--- config.mk ---
export PLATFORM = sky130hd
export DESIGN_NAME = reciprocal_frequency_counter_flat
export DESIGN_NICKNAME = d
export VERILOG_FILES = /design/src/sv/rfc_pkg.sv /design/src/sv/rfc_if.sv /design/src/sv/rfc_mul_div.sv /design/src/sv/reciprocal_frequency_counter.sv /design/src/flat_wrapper.sv
export VERILOG_INCLUDE_DIRS = /design/src /design/src/sv
export SDC_FILE = /design/constraint.sdc
export NUM_CORES = 1
export LEC_CHECK = 0
export ABC_AREA = 1
export BUFFER_PORTS_ARGS = -buffer_cell sky130_fd_sc_hd__buf_2
export CAP_MARGIN = 20
export CORE_UTILIZATION = 35
export CTS_BUF_LIST = sky130_fd_sc_hd__clkbuf_16
export DETAILED_ROUTE_END_ITERATION = 8
export PLACE_DENSITY_LB_ADDON = 0.05
export REMOVE_ABC_BUFFERS = 1
export SYNTH_ARGS = -nofsm -noshare
export SYNTH_HDL_FRONTEND = slang
export SYNTH_SLANG_ARGS = --single-unit
--- constraint.sdc ---
create_clock -name clk -period 8.81 [get_ports clk]
set_clock_uncertainty 0.2 [all_clocks]
set_input_delay 1.762 -clock clk [delete_from_list [all_inputs] [get_ports clk]]
set_output_delay 1.762 -clock clk [all_outputs]
set_load 0.1 [all_outputs]
--- src/sv/reciprocal_frequency_counter_defines.svh ---
// Assertion macros for the reciprocal frequency counter.
// Used by the top level; needs clk and arst_n in the including scope.
`ifndef RECIPROCAL_FREQUENCY_COUNTER_DEFINES_SVH
`define RECIPROCAL_FREQUENCY_COUNTER_DEFINES_SVH
`ifndef SYNTHESIS
// same-cycle implication
`define RFC_ASSERT_NOW(label, ante, cons) \
	label: assert property (@(posedge clk) disable iff (!arst_n) (ante) |-> (cons)) \
		else $error("rfc assertion failed");
// next-cycle implication
`define RFC_ASSERT_NEXT(label, ante, cons) \
	label: assert property (@(posedge clk) disable iff (!arst_n) (ante) |=> (cons)) \
		else $error("rfc assertion failed");
`else
`define RFC_ASSERT_NOW(label, ante, cons)
`define RFC_ASSERT_NEXT(label, ante, cons)
`endif
`endif

--- src/sv/rfc_pkg.sv ---
// Shared types and constants for the reciprocal frequency counter.
// No dependencies.
package rfc_pkg;

	localparam int FRACTION_BITS = 8;

	localparam int TICK_W  = 32;
	localparam int CNT_W   = 8;
	localparam int TIME_W  = 16;
	localparam int OVF_W   = 8;
	localparam int KIND_W  = 2;
	localparam int FREQ_W  = 32;
	localparam int TOT_W   = 16;
	localparam int REF_W   = 24;
	localparam int CFG_W   = 32;
	localparam int CFG_IDX_W = 2;

	// serial multiply / divide
	localparam int PROD_W   = TOT_W + REF_W;
	localparam int NUM_W    = PROD_W + FRACTION_BITS;
	localparam int NUM_HI_W = NUM_W - FREQ_W;
	localparam int MD_CNT_W = $clog2(FREQ_W);

	localparam logic [CFG_IDX_W-1:0] REG_UPDATE_INTERVAL = 2'd0;
	localparam logic [CFG_IDX_W-1:0] REG_TIMEOUT_TICKS   = 2'd1;
	localparam logic [CFG_IDX_W-1:0] REG_REFERENCE_CLOCK = 2'd2;

	localparam logic [TICK_W-1:0] UPDATE_INTERVAL_RST = 32'd1000000;
	localparam logic [TICK_W-1:0] TIMEOUT_TICKS_RST   = 32'd2000000;
	localparam logic [REF_W-1:0]  REFERENCE_CLOCK_RST = 24'd16000000;

	localparam logic [KIND_W-1:0] KIND_NONE    = 2'd0;
	localparam logic [KIND_W-1:0] KIND_FREQ    = 2'd1;
	localparam logic [KIND_W-1:0] KIND_TIMEOUT = 2'd2;

	typedef enum logic [2:0] {
		ST_IDLE,
		ST_UPDATE,
		ST_DECIDE,
		ST_CALC,
		ST_DONE
	} rfc_state_t;

	typedef enum logic [1:0] {
		MD_IDLE,
		MD_MUL,
		MD_CHECK,
		MD_DIV
	} rfc_md_phase_t;

	typedef struct packed {
		logic busy;
		logic done;
	} rfc_md_sts_t;

endpackage

--- src/sv/rfc_if.sv ---
// Valid/ready channel interfaces for poll and result beats.
// Depends on rfc_pkg.
interface rfc_poll_if import rfc_pkg::*; ();
	logic              valid;
	logic              ready;
	logic [TICK_W-1:0] elapsed_ticks;
	logic [CNT_W-1:0]  capture_count;
	logic [TIME_W-1:0] capture_time;
	logic [OVF_W-1:0]  capture_overflows;

	modport source (output valid, elapsed_ticks, capture_count, capture_time,
		capture_overflows, input ready);
	modport sink (input valid, elapsed_ticks, capture_count, capture_time,
		capture_overflows, output ready);
endinterface

interface rfc_result_if import rfc_pkg::*; ();
	logic              valid;
	logic              ready;
	logic [KIND_W-1:0] result_kind;
	logic [FREQ_W-1:0] frequency;

	modport source (output valid, result_kind, frequency, input ready);
	modport sink (input valid, result_kind, frequency, output ready);
endinterface

--- src/sv/rfc_mul_div.sv ---
// Bit-serial multiply then restoring divide: (count * refclk << FRACTION_BITS) / divisor.
// Saturates at all ones when the quotient does not fit. Depends on rfc_pkg.
module rfc_mul_div import rfc_pkg::*; (
	input  logic              clk,
	input  logic              arst_n,
	input  logic              start,
	input  logic [TOT_W-1:0]  count,
	input  logic [REF_W-1:0]  refclk,
	input  logic [FREQ_W-1:0] divisor,
	output rfc_md_sts_t       sts,
	output logic [FREQ_W-1:0] quotient
);

	rfc_md_phase_t phase_q, phase_nx;
	logic [MD_CNT_W-1:0] cnt_q;
	logic done_q;

	logic [PROD_W-1:0] prod_q;
	logic [REF_W-1:0]  mcand_q;
	logic [FREQ_W-1:0] div_q;
	logic [FREQ_W-1:0] rem_q;
	logic [FREQ_W-1:0] qsh_q;

	logic [REF_W:0]      mul_sum;
	logic [NUM_W-1:0]    num;
	logic [NUM_HI_W-1:0] num_hi;
	logic                sat;
	logic [FREQ_W:0]     trial;
	logic                take;
	logic                mul_last;
	logic                div_last;

	// LSB-first shift-add: multiplier sits in the low bits of prod_q
	assign mul_sum = {1'b0, prod_q[PROD_W-1:TOT_W]}
		+ (prod_q[0] ? {1'b0, mcand_q} : {(REF_W+1){1'b0}});
	assign num     = NUM_W'(prod_q) << FRACTION_BITS;
	assign num_hi  = num[NUM_W-1:FREQ_W];
	assign sat     = FREQ_W'(num_hi) >= div_q;
	assign trial   = {rem_q, qsh_q[FREQ_W-1]};
	assign take    = trial >= {1'b0, div_q};
	assign mul_last = cnt_q == MD_CNT_W'(TOT_W - 1);
	assign div_last = cnt_q == MD_CNT_W'(FREQ_W - 1);

	always_ff @(posedge clk or negedge arst_n) begin
		if (!arst_n) begin
			phase_q <= MD_IDLE;
			cnt_q   <= '0;
			done_q  <= 1'b0;
		end else begin
			phase_q <= phase_nx;
			done_q  <= (phase_q == MD_CHECK && sat) || (phase_q == MD_DIV && div_last);
			if (phase_q == MD_MUL || phase_q == MD_DIV)
				cnt_q <= cnt_q + 1'b1;
			else
				cnt_q <= '0;
		end
	end

	always_comb begin
		phase_nx = phase_q;
		case (phase_q)
			MD_IDLE:  if (start) phase_nx = MD_MUL;
			MD_MUL:   if (mul_last) phase_nx = MD_CHECK;
			MD_CHECK: phase_nx = sat ? MD_IDLE : MD_DIV;
			MD_DIV:   if (div_last) phase_nx = MD_IDLE;
			default:  phase_nx = MD_IDLE;
		endcase
	end

	always_ff @(posedge clk) begin
		case (phase_q)
			MD_IDLE: begin
				if (start) begin
					prod_q  <= PROD_W'(count);
					mcand_q <= refclk;
					div_q   <= divisor;
				end
			end
			MD_MUL: prod_q <= {mul_sum, prod_q[TOT_W-1:1]};
			MD_CHECK: begin
				if (sat) begin
					qsh_q <= '1;
				end else begin
					rem_q <= FREQ_W'(num_hi);
					qsh_q <= num[FREQ_W-1:0];
				end
			end
			MD_DIV: begin
				rem_q <= take ? FREQ_W'(trial - {1'b0, div_q}) : trial[FREQ_W-1:0];
				qsh_q <= {qsh_q[FREQ_W-2:0], take};
			end
			default: ;
		endcase
	end

	assign sts.busy = phase_q != MD_IDLE;
	assign sts.done = done_q;
	assign quotient = qsh_q;

endmodule

--- src/sv/reciprocal_frequency_counter.sv ---
// Reciprocal frequency counter: one result beat per poll beat.
// Steps: the poll beat is registered, UPDATE adds it to the totals, DECIDE picks the kind,
// CALC runs the serial multiply, check and divide when a frequency is computed (the divide
// is skipped on saturation), and DONE moves the result into the output register.
// A new poll is taken only after DONE hands the last result to a free output register.
// arst_n clears all totals and loads the config registers with their defaults.
`include "reciprocal_frequency_counter_defines.svh"
module reciprocal_frequency_counter import rfc_pkg::*; (
	input  logic                 clk,
	input  logic                 arst_n,
	input  logic                 cfg_write,
	input  logic [CFG_IDX_W-1:0] cfg_index,
	input  logic [CFG_W-1:0]     cfg_data,
	rfc_poll_if.sink             poll,
	rfc_result_if.source         result
);

	rfc_state_t state_q, state_nx;

	logic [TICK_W-1:0] upd_interval_q;
	logic [TICK_W-1:0] timeout_q;
	logic [REF_W-1:0]  refclk_q;

	logic [TICK_W-1:0] elapsed_q;
	logic [TICK_W-1:0] time_total_q;
	logic [TOT_W-1:0]  cap_total_q;
	logic [TIME_W-1:0] last_time_q;
	logic [OVF_W-1:0]  last_ovf_q;

	// registered poll beat
	logic [TICK_W-1:0] in_elapsed_q;
	logic [CNT_W-1:0]  in_count_q;
	logic [TIME_W-1:0] in_time_q;
	logic [OVF_W-1:0]  in_ovf_q;

	logic [KIND_W-1:0] kind_q;
	logic [FREQ_W-1:0] freq_q;
	logic              out_valid_q;
	logic [KIND_W-1:0] out_kind_q;
	logic [FREQ_W-1:0] out_freq_q;

	logic              poll_take;
	logic              has_cap;
	logic              measure;
	logic              timed_out;
	logic              md_start;
	logic              out_free;
	logic [TICK_W:0]   elapsed_sum;
	logic [OVF_W-1:0]  ovf_diff;
	logic [TICK_W-1:0] period;
	logic [TOT_W:0]    cap_sum;

	rfc_md_sts_t       md_sts;
	logic [FREQ_W-1:0] md_quot;

	assign poll_take   = poll.valid && poll.ready;
	assign has_cap     = in_count_q != '0;
	assign measure     = has_cap && (elapsed_q > upd_interval_q);
	assign timed_out   = !has_cap && (elapsed_q > timeout_q);
	assign md_start    = state_q == ST_DECIDE && measure && time_total_q != '0;
	assign out_free    = !out_valid_q || result.ready;

	assign elapsed_sum = {1'b0, elapsed_q} + {1'b0, in_elapsed_q};
	assign ovf_diff    = in_ovf_q - last_ovf_q;
	assign period      = {{(TICK_W-OVF_W-TIME_W){1'b0}}, ovf_diff, {TIME_W{1'b0}}}
		+ TICK_W'(in_time_q) - TICK_W'(last_time_q);
	assign cap_sum     = {1'b0, cap_total_q} + (TOT_W+1)'(in_count_q);

	always_ff @(posedge clk or negedge arst_n) begin
		if (!arst_n) begin
			upd_interval_q <= UPDATE_INTERVAL_RST;
			timeout_q      <= TIMEOUT_TICKS_RST;
			refclk_q       <= REFERENCE_CLOCK_RST;
		end else if (cfg_write) begin
			case (cfg_index)
				REG_UPDATE_INTERVAL: upd_interval_q <= cfg_data[TICK_W-1:0];
				REG_TIMEOUT_TICKS:   timeout_q      <= cfg_data[TICK_W-1:0];
				REG_REFERENCE_CLOCK: refclk_q       <= cfg_data[REF_W-1:0];
				default: ;
			endcase
		end
	end

	always_ff @(posedge clk or negedge arst_n) begin
		if (!arst_n) begin
			state_q      <= ST_IDLE;
			elapsed_q    <= '0;
			time_total_q <= '0;
			cap_total_q  <= '0;
			last_time_q  <= '0;
			last_ovf_q   <= '0;
			out_valid_q  <= 1'b0;
		end else begin
			state_q <= state_nx;
			if (state_q == ST_UPDATE) begin
				elapsed_q <= elapsed_sum[TICK_W] ? '1 : elapsed_sum[TICK_W-1:0];
				if (has_cap) begin
					time_total_q <= time_total_q + period;
					cap_total_q  <= cap_sum[TOT_W] ? '1 : cap_sum[TOT_W-1:0];
					last_time_q  <= in_time_q;
					last_ovf_q   <= in_ovf_q;
				end
			end
			if (state_q == ST_DECIDE && (measure || timed_out)) begin
				elapsed_q    <= '0;
				time_total_q <= '0;
				cap_total_q  <= '0;
			end
			if (state_q == ST_DONE && out_free)
				out_valid_q <= 1'b1;
			else if (result.ready)
				out_valid_q <= 1'b0;
		end
	end

	always_ff @(posedge clk) begin
		if (poll_take) begin
			in_elapsed_q <= poll.elapsed_ticks;
			in_count_q   <= poll.capture_count;
			in_time_q    <= poll.capture_time;
			in_ovf_q     <= poll.capture_overflows;
		end
		if (state_q == ST_DECIDE) begin
			kind_q <= measure ? KIND_FREQ : (timed_out ? KIND_TIMEOUT : KIND_NONE);
			freq_q <= '0;
		end
		if (state_q == ST_CALC && md_sts.done)
			freq_q <= md_quot;
		if (state_q == ST_DONE && out_free) begin
			out_kind_q <= kind_q;
			out_freq_q <= freq_q;
		end
	end

	always_comb begin
		state_nx = state_q;
		case (state_q)
			ST_IDLE:   if (poll_take) state_nx = ST_UPDATE;
			ST_UPDATE: state_nx = ST_DECIDE;
			ST_DECIDE: state_nx = md_start ? ST_CALC : ST_DONE;
			ST_CALC:   if (md_sts.done) state_nx = ST_DONE;
			ST_DONE:   if (out_free) state_nx = ST_IDLE;
			default:   state_nx = ST_IDLE;
		endcase
	end

	assign poll.ready         = state_q == ST_IDLE;
	assign result.valid       = out_valid_q;
	assign result.result_kind = out_kind_q;
	assign result.frequency   = out_freq_q;

	rfc_mul_div u_mul_div (
		.clk      (clk),
		.arst_n   (arst_n),
		.start    (md_start),
		.count    (cap_total_q),
		.refclk   (refclk_q),
		.divisor  (time_total_q),
		.sts      (md_sts),
		.quotient (md_quot)
	);

	// divider only runs while the FSM waits on it
	`RFC_ASSERT_NOW(a_md_busy_in_calc, md_sts.busy || md_sts.done, state_q == ST_CALC)
	// only a measurement carries a nonzero frequency
	`RFC_ASSERT_NOW(a_zero_freq, result.valid && result.result_kind != KIND_FREQ,
		result.frequency == '0)
	// a measurement or timeout decision in DECIDE clears the elapsed, time and capture totals
	`RFC_ASSERT_NEXT(a_clear_after_result,
		state_q == ST_DECIDE && (measure || timed_out),
		elapsed_q == '0 && time_total_q == '0 && cap_total_q == '0)

endmodule
--- src/flat_wrapper.sv ---
// flat-port wrapper written by rule: the top's interface ports become plain ports
module reciprocal_frequency_counter_flat import rfc_pkg::*;
  (clk, arst_n, cfg_write, cfg_index, cfg_data, poll_valid, poll_elapsed_ticks, poll_capture_count, poll_capture_time, poll_capture_overflows, poll_ready, result_valid, result_result_kind, result_frequency, result_ready);
  rfc_poll_if poll_i ();
  rfc_result_if result_i ();
  input  logic clk;
  input  logic arst_n;
  input  logic cfg_write;
  input  logic [CFG_IDX_W-1:0] cfg_index;
  input  logic [CFG_W-1:0] cfg_data;
  input wire logic [$bits(poll_i.valid)-1:0] poll_valid;
  input wire logic [$bits(poll_i.elapsed_ticks)-1:0] poll_elapsed_ticks;
  input wire logic [$bits(poll_i.capture_count)-1:0] poll_capture_count;
  input wire logic [$bits(poll_i.capture_time)-1:0] poll_capture_time;
  input wire logic [$bits(poll_i.capture_overflows)-1:0] poll_capture_overflows;
  output wire logic [$bits(poll_i.ready)-1:0] poll_ready;
  output wire logic [$bits(result_i.valid)-1:0] result_valid;
  output wire logic [$bits(result_i.result_kind)-1:0] result_result_kind;
  output wire logic [$bits(result_i.frequency)-1:0] result_frequency;
  input wire logic [$bits(result_i.ready)-1:0] result_ready;
  assign poll_i.valid = poll_valid;
  assign poll_i.elapsed_ticks = poll_elapsed_ticks;
  assign poll_i.capture_count = poll_capture_count;
  assign poll_i.capture_time = poll_capture_time;
  assign poll_i.capture_overflows = poll_capture_overflows;
  assign poll_ready = poll_i.ready;
  assign result_valid = result_i.valid;
  assign result_result_kind = result_i.result_kind;
  assign result_frequency = result_i.frequency;
  assign result_i.ready = result_ready;
  reciprocal_frequency_counter u_core (.clk(clk), .arst_n(arst_n), .cfg_write(cfg_write), .cfg_index(cfg_index), .cfg_data(cfg_data), .poll(poll_i), .result(result_i));
endmodule
== Yosys cells after proc, flatten, opt, wreduce, memory -nomap -nowiden ==
Index checks and enable logic that the tools add are counted.

* Reductions and logical operators: 37
* Muxes and demuxes: 34
* Add/subtract/negate cells: 9
* Equality and inequality tests: 18
* $lt $le $gt $ge: 4

{| class="wikitable"
|+ Operators by type and width
! operator !! count
|-
| 32-bit 2-to-1 mux || 11
|-
| 32-bit one-hot mux with 2 select lines || 2
|-
| 40-bit one-hot mux with 2 select lines || 1
|-
| 32-bit > comparator || 2
|-
| 16-bit 2-to-1 mux || 4
|-
| 40-bit 2-to-1 mux || 1
|-
| 32-bit by 32-bit adder with 33-bit output || 1
|-
| 33-bit by 32-bit >= comparator with 1-bit output || 1
|-
| 32-bit adder || 1
|-
| 16-bit by 32-bit >= comparator with 1-bit output || 1
|-
| 32-bit nonzero test || 1
|-
| 32-bit by 16-bit subtractor with 32-bit output || 1
|-
| 32-bit subtractor || 1
|-
| 24-bit by 16-bit adder with 25-bit output || 1
|-
| 24-bit by 25-bit adder with 25-bit output || 1
|-
| 24-bit 2-to-1 mux || 1
|-
| 16-bit by 8-bit adder with 17-bit output || 1
|-
| 2-bit AND reduction || 8
|-
| 3-bit one-hot mux with 5 select lines || 1
|-
| 3-bit 2-to-1 mux || 4
|-
| 2-bit nonzero test || 6
|-
| 1-bit logical AND || 10
|-
| 2-bit 2-to-1 mux || 5
|-
| 2-bit inequality test, second input constant || 5
|-
| other kinds (19) || 31
|}

* Logic and storage cells: 128
* Output and inout bits: 36
* Register bits after elaboration: 496

== Longest topological paths before layout ==
Gate-level depths: netlist (run 1).

* Depth in word-level cells: 7
* Depth in mapped cells: 24
* Gate-level depth less buffers: 24

== Hierarchy ==
A second synthesis (run 1) with hierarchy kept.

* Cells, all modules: 3,829
* Area total of the unflattened synthesis: 30,760.8 um^2

{| class="wikitable"
|+ Modules (own cells, without submodules)
! module !! times used !! area each (um^2) !! cells an instance
|-
| reciprocal_frequency_counter || 1 || 19,636.3 || 2,388
|-
| rfc_mul_div || 1 || 11,124.4 || 1,441
|}

== Least setup slack after synthesis (run 1) ==
No wires, ideal clock.

* Path type: reg-to-reg
* From: register u_core.upd_interval_q[14]
* To: register u_core.u_mul_div.div_q[0] (enable)
* Period minus slack after synthesis: 6,142 ps
* Path slack: 2,668 ps
* Data required time: 8,072 ps
* Data arrival time: 5,403 ps
* Stages on the path, launching flop included: 12
* Library setup time: 538 ps
* Buffers on the path: 0
* Cells stage by stage: dfstp_2 -> inv_1 -> ha_1 -> nand2_1 -> nor2_1 -> nor2b_1 -> nand2_1 -> nand2_1 -> nand2_1 -> nand2_1 -> nand4_1 -> nor3_1

* Word-level cells in the longest chain between the ends: 5

{| class="wikitable"
|+ Ends and longest elaborated chain
! element !! line !! source
|-
| start, declared || reciprocal_frequency_counter.sv:20 || <nowiki>logic [TICK_W-1:0] upd_interval_q;</nowiki>
|-
| start signal, assigned || reciprocal_frequency_counter.sv:76 || <nowiki>REG_UPDATE_INTERVAL: upd_interval_q <= cfg_data[TICK_W-1:0];</nowiki>
|-
| 32-bit > comparator || reciprocal_frequency_counter.sv:58 || <nowiki>assign measure = has_cap && (elapsed_q > upd_interval_q);</nowiki>
|-
| 1-bit logical AND || reciprocal_frequency_counter.sv:58 ||
|-
| 1-bit logical AND (2 in a row) || reciprocal_frequency_counter.sv:60 || <nowiki>assign md_start = state_q == ST_DECIDE && measure && time_total_q != '0;</nowiki>
|-
| 2-bit AND reduction (no line) || n/a ||
|-
| end signal, assigned || rfc_mul_div.sv:76 || <nowiki>div_q <= divisor;</nowiki>
|-
| end, declared || rfc_mul_div.sv:20 || <nowiki>logic [FREQ_W-1:0] div_q;</nowiki>
|}

No other way between the ends.
A chain may end at the register's enable or synchronous reset.

== Final worst setup path (run 1) ==
* From: register u_core.elapsed_q[31]
* To: register u_core.u_mul_div.div_q[21] (enable)

* Word-level cells in the longest chain between the ends: 5

{| class="wikitable"
|+ Ends and longest elaborated chain
! element !! line !! source
|-
| start, declared || reciprocal_frequency_counter.sv:24 || <nowiki>logic [TICK_W-1:0] elapsed_q;</nowiki>
|-
| start signal, assigned || reciprocal_frequency_counter.sv:96 || <nowiki>elapsed_q <= elapsed_sum[TICK_W] ? '1 : elapsed_sum[TICK_W-1:0];</nowiki>
|-
| 32-bit > comparator || reciprocal_frequency_counter.sv:58 ||
|-
| 1-bit logical AND || reciprocal_frequency_counter.sv:58 ||
|-
| 1-bit logical AND (2 in a row) || reciprocal_frequency_counter.sv:60 ||
|-
| 2-bit AND reduction (no line) || n/a ||
|}

No other way between the ends.

==> flow_summary.ini, run 1 <==
[run_status]
run_status = finished clean

[layout]
seqCellArea_um2 = 13900
final_common_cell = nand2_1
syn_to_final_growth_pct = 12.8
multi_input_area_um2 = 13300
layout_common_cells = nand2_1, inv_1, o21ai_0
final.fill_count = 8485
layout-drive-gt1-share_pct = 8.77
nets = 3930

[synthesis]
synthesis.area_um2 = 29400
ys_async_sr_fraction_pct = 41.1
avgSynthCellArea_um2 = 8.52
synth_largest_area_cell = edfxtp_1
synthAdderAreaFrac_pct = 11.3
yosys_warnings = 0
synth_ff_type = edfxtp_1
synth_compound_area_share_pct = 11.0
synth_area_leaders = edfxtp_1, dfrtp_1, nand2_1
post-synth-top-area-fraction_pct = 29.9
synth_cell_types = 51
synth_top_family_by_area = simple AND/OR/NAND/NOR gates
synth_cells = 3444
seq_area_frac_synth_pct = 47.4
synth_xor_xnor_area_share_pct = 1.70
synth_edf_count = 292
synth.area.mux_share_pct = 0
synth-simple-area-share_pct = 21.1
ys_ff_latch = 496

[global_route]
grtUsageTotal_pct = 19.5
met2_usage_pct = 31.2
gr-usage-met3_pct = 2.31
grt_max_degree = 88
grt_overflow = 0
grt_pass1_wl_um = 131000
antenna_found_initial = 3
use_met1_pct = 28.0
grt_pass1_vias = 23498
busiest_layer = met2

[cts]
cts_tree = built
cts_hold_buf = 0
cts-root-buf = clkbuf_16
postCtsResizedCells = 0
clk_pin_slew_ns = 0.06
cts_buffers = 58
clk_latency_ns = 0.64
cts_setup_buffers = 0
htree_levels = 2
cts_buffer_depth = 3
cts_sinks = 496

[floorplanning]
num_io_pins = 139
die_h_um = 292
initial_core_util_pct = 35.6
fp.dieW_um = 292
fp-row-count = 105
die_area_um2 = 85000
core_area_um2 = 82500

[flow_run]
cap_violations = 0

[critical_path]
arrival_ns = 4.03
critical_path_class = reg2reg
critical_path.startpoint_type = flop
end_kind = flop
reg2reg_setup_slack_ns = 4.84
critPathRequiredTime_ns = 8.87
cp_max_fo = 40

[pwr]
leakage_nw = 15.6
switching_share_pct = 48.0
power_frac_clock_pct = 16.8
p_sw_w = 0.00656
power_per_cell_area_nw_per_um2 = 413
ir_worst_vdd_mv = 0.199
pwr-share-comb_pct = 54.6
power.internal_w = 0.00711
seqPwrFrac_pct = 28.6
power_w = 0.0137

[sta]
finalCritPeriodShare_pct = 45.1
worst_pin_slew_ns = 1.02
rsz0062_at_grt = no
final_max_slew_viol_count = 0
setup_violations = 0
maxSlewHeadroom_pct = 31.9
max_freq_mhz = 252
min_period_ns = 3.97
tns_ns = 0
hold_violations = 0

[hold_path]
hold_path.class = reg2reg

[placed_design]
port-buffer-count = 138
hpwl_um = 62300
gp_congestion = 0.878

[drt]
vias_per_cell = 4.91
ant_nets = 0
route.vias.total = 23077
drtIter0Drc = 1388
routed_wl_um = 82600
drc = 0
wl_per_cell_um = 17.6
dr.pass1.iters = 5
-- cell usage after synthesis (17+ instances only) --
cell and number:
a21o_1 20, nand2_1 806, xnor2_1 20, nand4_1 118, dfrtp_1 183, fa_1 21, xor2_1 37, nor2_1 287
a21oi_1 217, nand3_1 152, ha_1 231, inv_1 481, dfstp_2 21, nor3_1 28, o21ai_0 309, nand3b_1 17
clkbuf_1 68, edfxtp_1 292
-- critical path, cell delays in order (launching register included) --
cell	delay (ns)
dfrtp_1	0.46
ha_1	0.34
nand2_1	0.09
nor3_1	0.70
nand2_1	0.23
inv_1	0.09
nand2_1	0.05
nand2_1	0.12
nand4_1	0.48
nor3_2	0.33
buf_4	0.48
-- state kept, by name (all words and copies together) (netlist names), 5 cells and up --
register                   flops
u_core.u_mul_div.quotient     32
u_core.u_mul_div.cnt_q         5
u_core.in_count_q              8
u_core.u_mul_div.prod_q       40
u_core.u_mul_div.rem_q        32
u_core.last_ovf_q              8
u_core.time_total_q           32
u_core.u_mul_div.div_q        32
u_core.refclk_q               24
u_core.timeout_q              32
u_core.elapsed_q              32
u_core.cap_total_q            16
u_core.upd_interval_q         32
u_core.in_ovf_q                8
u_core.in_elapsed_q           32
u_core.last_time_q            16
u_core.result.frequency       32
u_core.freq_q                 32
u_core.u_mul_div.mcand_q      24
u_core.in_time_q              16
-- layout make-up --
| cell class | count | share of cell area, % |
|---|---|---|
| Clock inverter | 51 | 1.09 |
| Multi-Input combinational cell | 2375 | 40.2 |
| Sequential cell | 496 | 42.0 |
| Clock buffer | 59 | 4.46 |
| Antenna cell | 2 | 0.0151 |
| Timing Repair Buffer | 161 | 2.71 |
| Tap cell | 1070 | 4.05 |
| Inverter | 483 | 5.48 |
-- power by group through the flow --
stage,logic [W],clock network [W],registers (W)
after floorplan,0.00522,0,0.00400
after global placement,0.00743,0,0.00396
after detailed placement,0.00746,0,0.00396
after CTS,0.00750,0.00238,0.00393
after global routing,0.00852,0.00246,0.00400
final,0.00746,0.00230,0.00391
-- layer usage --
layer,wire length [µm],vias up,share of wire [%]
li1,-,11779,-
met1,41000,10813,50
met2,36900,392,45
met3,2890,93,3.5
met4,1760,0,2.1
met5,0,-,0
-- metrics by stage --
step           hold WS, ns  util (%)  instances  instance area [µm²]  setup WS, ns
2_1_floorplan        0.200         -       3354                29000          2.67
3_3_place_gp         0.203      37.8       4583                31200          4.75
3_5_place_dp         0.205      37.9       4584                31200          4.77
4_1_cts              0.215      40.1       4694                33100          4.76
5_1_grt              0.224      40.1       4697                33100          4.50
6_report             0.215      40.1       4697                33100          4.84
-- cells by family after synthesis --
kind of cell | after synthesis
simple gates | 1456
buf+inv | 573
xor+xnor | 57
compound gates | 610
flops | 496
fa+ha+maj | 252
-- path summary, 6_finish.rpt --
path | start | endpoint | depth (start not counted)
max | u_core.elapsed_q[31] | u_core.u_mul_div.div_q[21] | 10
max reg2reg | u_core.elapsed_q[31] | u_core.u_mul_div.div_q[21] | 10
max in group asynchronous | arst_n | u_core.time_total_q[28] | 2
min | u_core.freq_q[21] | u_core.result.frequency[21] | 0
min reg2reg | u_core.freq_q[21] | u_core.result.frequency[21] | 0
min in group asynchronous | arst_n | u_core.upd_interval_q[0] | 1
Note: power is estimated with default switching activity, not from simulation.
==> run 2, diff against run 1 <==
clock period = 3.37 ns   (was 8.81 ns; I/O delays follow)
==> flow_summary.ini, run 2 (synthesis results as in run 1) <==
[drt]
wl_per_cell_um = 17.3
vias_per_cell = 4.91
routed_wl_um = 83700
drc = 0
ant_nets = 0
dr.pass1.iters = 5
route.vias.total = 23742
drtIter0Drc = 1472

[critical_path]
crit_slowest_cell = edfxtp_1
end_kind = flop
arrival_ns = 3.75
critical_path.startpoint_type = flop
critical_path_class = reg2reg
critPathLaunch = u_core.in_ovf_q[2]
critPathTopFamily = compound AO/OA/AOI/OAI gates
critPathMostFrequentCell = nand2_1
path_cells = ha_4 -> a21oi_2 -> o21ai_2 -> a21oi_2 -> o21ai_2 -> nand2_1 -> nand2_1 -> a21oi_2 -> xor2_2 -> ha_4 -> inv_2 -> ha_4 -> a21oi_4 -> o21ai_2 -> a21oi_2 -> o21ai_1 -> nor2_1 -> nand2_1 -> nand2_1 -> nand3_1 -> nand2_1
r2r_end = u_core.time_total_q[30]
reg2reg_setup_slack_ns = -0.03
reg2regPathDepth = 21
timing.critical_path.buf_inv = 1
max_stage_delay_ns = 0.44
cp_max_fo = 4
critPathRequiredTime_ns = 3.73
worstReg2RegStart = u_core.in_ovf_q[2]

[hold_path]
hold_end = u_core.in_ovf_q[3]
min_path_cells = 1
holdCritStartpoint = poll_capture_overflows[3]
hold_path.class = in2reg

[floorplanning]
initial_core_util_pct = 35.6
core_area_um2 = 82500
die_h_um = 292
die_area_um2 = 85000
num_io_pins = 139
fp.dieW_um = 292
fp-row-count = 105

[cts]
cts-root-buf = clkbuf_16
cts_buffer_depth = 3
clk_pin_slew_ns = 0.06
cts_buffers = 59
htree_levels = 2
clk_latency_ns = 0.65
cts_sinks = 496
cts_tree = built

[pwr]
power.internal_w = 0.0214
power_frac_clock_pct = 15.4
power_per_cell_area_nw_per_um2 = 1150
ir_worst_vdd_mv = 0.779
p_sw_w = 0.0188
switching_share_pct = 46.7
leakage_nw = 16.3
seqPwrFrac_pct = 25.2
pwr-share-comb_pct = 59.4
power_w = 0.0402

[placed_design]
hpwl_um = 64100
port-buffer-count = 138
gp_congestion = 0.880
dp_cells = 4657
postPlaceCellArea_um2 = 31900

[flow_run]
cap_violations = 0

[global_route]
grt_overflow = 0
grtUsageTotal_pct = 19.7
grt_max_degree = 78
antenna_found_initial = 0
grt_pass1_vias = 23834
grt_pass1_wl_um = 133000

[run_status]
violations = setup timing
run_status = finished, violations left

[sta]
hold_violations = 0
finalWorstSetupSlack_ns = -0.0294
min_period_ns = 3.40
rsz0062_at_grt = yes
setup_violations = 3
finalCritPeriodShare_pct = 101
worst_pin_slew_ns = 0.808
tns_ns = -0.0510
max_freq_mhz = 294
final_max_slew_viol_count = 0
maxSlewHeadroom_pct = 46.1
hold-worst-slack_ns = 0.0500

[layout]
layout_common_cells = nand2_1, inv_1, o21ai_0, edfxtp_1, nor2_1
multi_input_area_um2 = 13800
layout-drive-gt1-share_pct = 12.8
largest_register = u_core.u_mul_div.prod_q
final_area_um2 = 34900
final_common_cell = nand2_1
fin_cells = 4831
largest_reg_flops = 40
nets = 4065
seqCellArea_um2 = 13900
final.fill_count = 8273
syn_to_final_growth_pct = 18.9
diodes = 0
-- run 2: changes by cell type in the layout (fill, tap and decap cells not counted), moves of 13 or more --
cell,previous run,this run
buf_4,21,92
a21oi_1,217,200
inv_2,2,15
o21ai_0,308,292
dlygate4sd3_1,0,51
-- run 2: per-layer routing --
metal	part of all wire [%]	GRT usage, %	up-vias	wire, µm
li1	-	-	12066	-
met3	3.3	2.12	122	2790
met1	49	28.0	11122	40700
met5	0	0	-	0
met2	46	32.1	432	38400
met4	2.3	4.94	0	1920
-- run 2: power by group through the flow --
stage,clock network (W),registers [W],logic (W)
finish,0.00620,0.0101,0.0239
global route,0.00667,0.0103,0.0268
CTS,0.00643,0.0102,0.0224
detailed placement,0,0.0103,0.0210
global placement,0,0.0102,0.0210
floorplan,0,0.0105,0.0136
-- run 2: worst reg2reg max path: stages, from the launching register on --
cell and delay (ns):
edfxtp_1 0.44, ha_4 0.26, a21oi_2 0.14, o21ai_2 0.09
a21oi_2 0.15, o21ai_2 0.07, nand2_1 0.06, nand2_1 0.06
a21oi_2 0.15, xor2_2 0.25, ha_4 0.24, inv_2 0.06
ha_4 0.23, a21oi_4 0.19, o21ai_2 0.11, a21oi_2 0.14
o21ai_1 0.07, nor2_1 0.14, nand2_1 0.08, nand2_1 0.06
nand3_1 0.06, nand2_1 0.10
-- run 2: worst max path at each step --
stage	endpoint	slack (ns)	cells past startpoint
finish	u_core.time_total_q[30]	-0.03	21
detailed placement	u_core.time_total_q[28]	-0.36	20
global route	u_core.time_total_q[28]	-0.28	23
CTS	u_core.time_total_q[30]	-0.08	21
global placement	u_core.time_total_q[28]	-0.30	20
floorplan	u_core.u_mul_div.div_q[0]	-2.77	11
-- run 2: final cells by class --
type / count / area share [%]
Clock buffer: 60 / 4.30
Tap cell: 1070 / 3.84
Multi-Input combinational cell: 2375 / 39.5
Inverter: 483 / 5.20
Clock inverter: 52 / 1.16
Timing Repair Buffer: 295 / 6.20
Sequential cell: 496 / 39.8
-- run 2: stage by stage --
| stage | utilization [%] | setup WS, ns |
|---|---|---|
| floorplan | - | -2.77 |
| global placement | 38.7 | -0.296 |
| detailed placement | 38.7 | -0.356 |
| CTS | 41.9 | -0.0780 |
| global route | 42.3 | -0.283 |
| finish | 42.3 | -0.0294 |
-- run 2: repair_timing --
| action | 4_1_cts | 5_1_grt |
|---|---|---|
| setup endpoints to repair | 14 | 15 |
| gates resized for setup | 56 | 67 |
| cloned | 0 | 0 |
| endpoints found under the hold margin | 108 | 0 |
| setup buffers | 2 | 8 |
| pin swaps | 20 | 35 |
| hold buffers | 51 | 0 |
==> run 3, diff against run 2 <==
BUFFER_PORTS_ARGS = unset   (was -buffer_cell sky130_fd_sc_hd__buf_2)
DONT_BUFFER_PORTS = 1   (was unset)
==> flow_summary.ini, run 3 (synthesis results as in run 1) <==
[run_status]
run_status = finished, violations left
violations = hold timing

[pwr]
power_frac_clock_pct = 15.7
ir_worst_vdd_mv = 0.657
switching_share_pct = 46.9
leakage_nw = 15.9
power_per_cell_area_nw_per_um2 = 1150
seqPwrFrac_pct = 27.3
p_sw_w = 0.0186
pwr-share-comb_pct = 57.0
power_w = 0.0396
power.internal_w = 0.0211

[drt]
drc = 0
ant_nets = 0
drtIter0Drc = 1438
route.vias.total = 23403
wl_per_cell_um = 17.8
dr.pass1.iters = 6
routed_wl_um = 83800
vias_per_cell = 4.98

[sta]
worst_pin_slew_ns = 0.938
hold-worst-slack_ns = -0.455
max_freq_mhz = 297
hold_violations = 202
min_period_ns = 3.37
maxSlewHeadroom_pct = 37.6
setup_violations = 0
finalCritPeriodShare_pct = 99.9
final_max_slew_viol_count = 0
rsz0062_at_grt = yes

[global_route]
grt_max_degree = 205
grt_pass1_vias = 23415
grt_pass1_wl_um = 132000
grt_overflow = 0
antenna_found_initial = 8
grtUsageTotal_pct = 19.8

[layout]
largest_register = u_core.u_mul_div.prod_q
syn_to_final_growth_pct = 16.9
layout-drive-gt1-share_pct = 9.18
final_common_cell = nand2_1
nets = 3934
layout_common_cells = nand2_1, inv_1, o21ai_0
largest_reg_flops = 40
fin_cells = 4700

[critical_path]
crit_path_end = u_core.time_total_q[30]
critPathTopFamily = simple AND/OR/NAND/NOR gates
crit_slowest_cell = edfxtp_1
r2r_end = u_core.time_total_q[30]
arrival_ns = 3.70
path_cells = ha_4 -> a21oi_4 -> o21ai_2 -> a21oi_2 -> o21ai_2 -> nand2_1 -> nand2_1 -> a21oi_2 -> xor2_2 -> ha_4 -> inv_2 -> ha_4 -> inv_2 -> nor2_2 -> inv_2 -> nor2_2 -> nand2_1 -> nor2_1 -> nor2_1 -> nand2_1 -> nand2_1 -> nand3_1 -> nand2_1
end_kind = flop
timing.critical_path.buf_inv = 3
critPathMostFrequentCell = nand2_1
reg2regPathDepth = 23
critPathRequiredTime_ns = 3.71
cp_max_fo = 4
reg2reg_setup_slack_ns = 0.005
critical_path_class = reg2reg
path_depth = 23
worstReg2RegStart = u_core.in_ovf_q[2]
max_stage_delay_ns = 0.44
critical_path.startpoint_type = flop
critPathLaunch = u_core.in_ovf_q[2]

[flow_run]
cap_violations = 0

[cts]
clk_latency_ns = 0.65
cts_buffer_depth = 3
cts_sinks = 496
cts_tree = built
clk_pin_slew_ns = 0.06
htree_levels = 2
cts_hold_buf = 75
cts-root-buf = clkbuf_16
cts_buffers = 57

[placed_design]
dp_cells = 4510
gp_congestion = 0.870
hpwl_um = 63000
port-buffer-count = 0

[floorplanning]
die_area_um2 = 85000
fp-row-count = 105
core_area_um2 = 82500
fp.dieW_um = 292
initial_core_util_pct = 35.6
die_h_um = 292
num_io_pins = 139

[hold_path]
hold_path.class = in2async
==> run 3: cell types whose count changed in the layout (fill, tap and decap cells not counted), sizes merged <==
cell / delta
clkbuf: -2
clkinv: -3
inv: +2
diode: +3
dlygate4sd3: +24
buf: -152
bufinv: +1
clkinvlp: -4
==> run 3: how the worst min path moves through the flow <==
stage                      start               endpoint  slack, ns  cells after the start
final                     arst_n    u_core.elapsed_q[2]      -0.46                      0
after global routing      arst_n    u_core.elapsed_q[2]      -0.49                      0
after CTS                 arst_n   u_core.elapsed_q[24]      -0.52                      0
after detailed placement  arst_n    u_core.elapsed_q[4]       0.19                      0
after global placement    arst_n    u_core.elapsed_q[4]       0.19                      0
after floorplan           arst_n  u_core.cap_total_q[0]       0.18                      0
==> run 3: area by class of cell <==
cell class	instances	area, µm²
clock inverter	48	400
fill	8299	48200
multi-input combinational	2375	13800
timing repair buffer	166	1590
antenna	3	7.51
sequential	496	13900
inverter	483	1810
clock buffer	59	1480
tap	1070	1340
==> run 3: timing repair <==
item	4_1_cts	5_1_grt
setup buffers	3	3
resized for setup	59	63
gates cloned	0	0
endpoints found under the hold margin	291	204
setup endpoints to repair	13	14
pin swaps	25	42
==> run 3: layer usage <==
| metal | up-vias | share of wire (%) | wire [µm] | GRT usage (%) |
|---|---|---|---|---|
| li1 | 11798 | - | - | - |
| met1 | 11054 | 48 | 39900 | 27.5 |
| met2 | 422 | 46 | 38300 | 32.1 |
| met3 | 121 | 4.3 | 3560 | 2.64 |
| met4 | 8 | 2.5 | 2070 | 5.58 |
| met5 | - | 0.056 | 47 | 0 |
==> run 3: through the flow <==
step / cell area [µm²] / TNS [ns] / setup slack [ns] / util [%]
6_report: 34300 / 0 / 0.00497 / 41.6
5_1_grt: 34300 / -1.79 / -0.266 / 41.6
4_1_cts: 34000 / -0.138 / -0.0563 / 41.2
3_5_place_dp: 31100 / -2.85 / -0.355 / 37.7
3_3_place_gp: 31100 / -2.30 / -0.342 / 37.7
2_1_floorplan: 29000 / -491.92 / -2.77 / -
==> run 3: power groups by stage <==
stage,clock network (W),registers (W),logic [W]
global placement,0,0.0109,0.0201
floorplan,0,0.0105,0.0136
global route,0.00667,0.0110,0.0254
CTS,0.00645,0.0108,0.0213
finish,0.00622,0.0108,0.0226
detailed placement,0,0.0109,0.0201
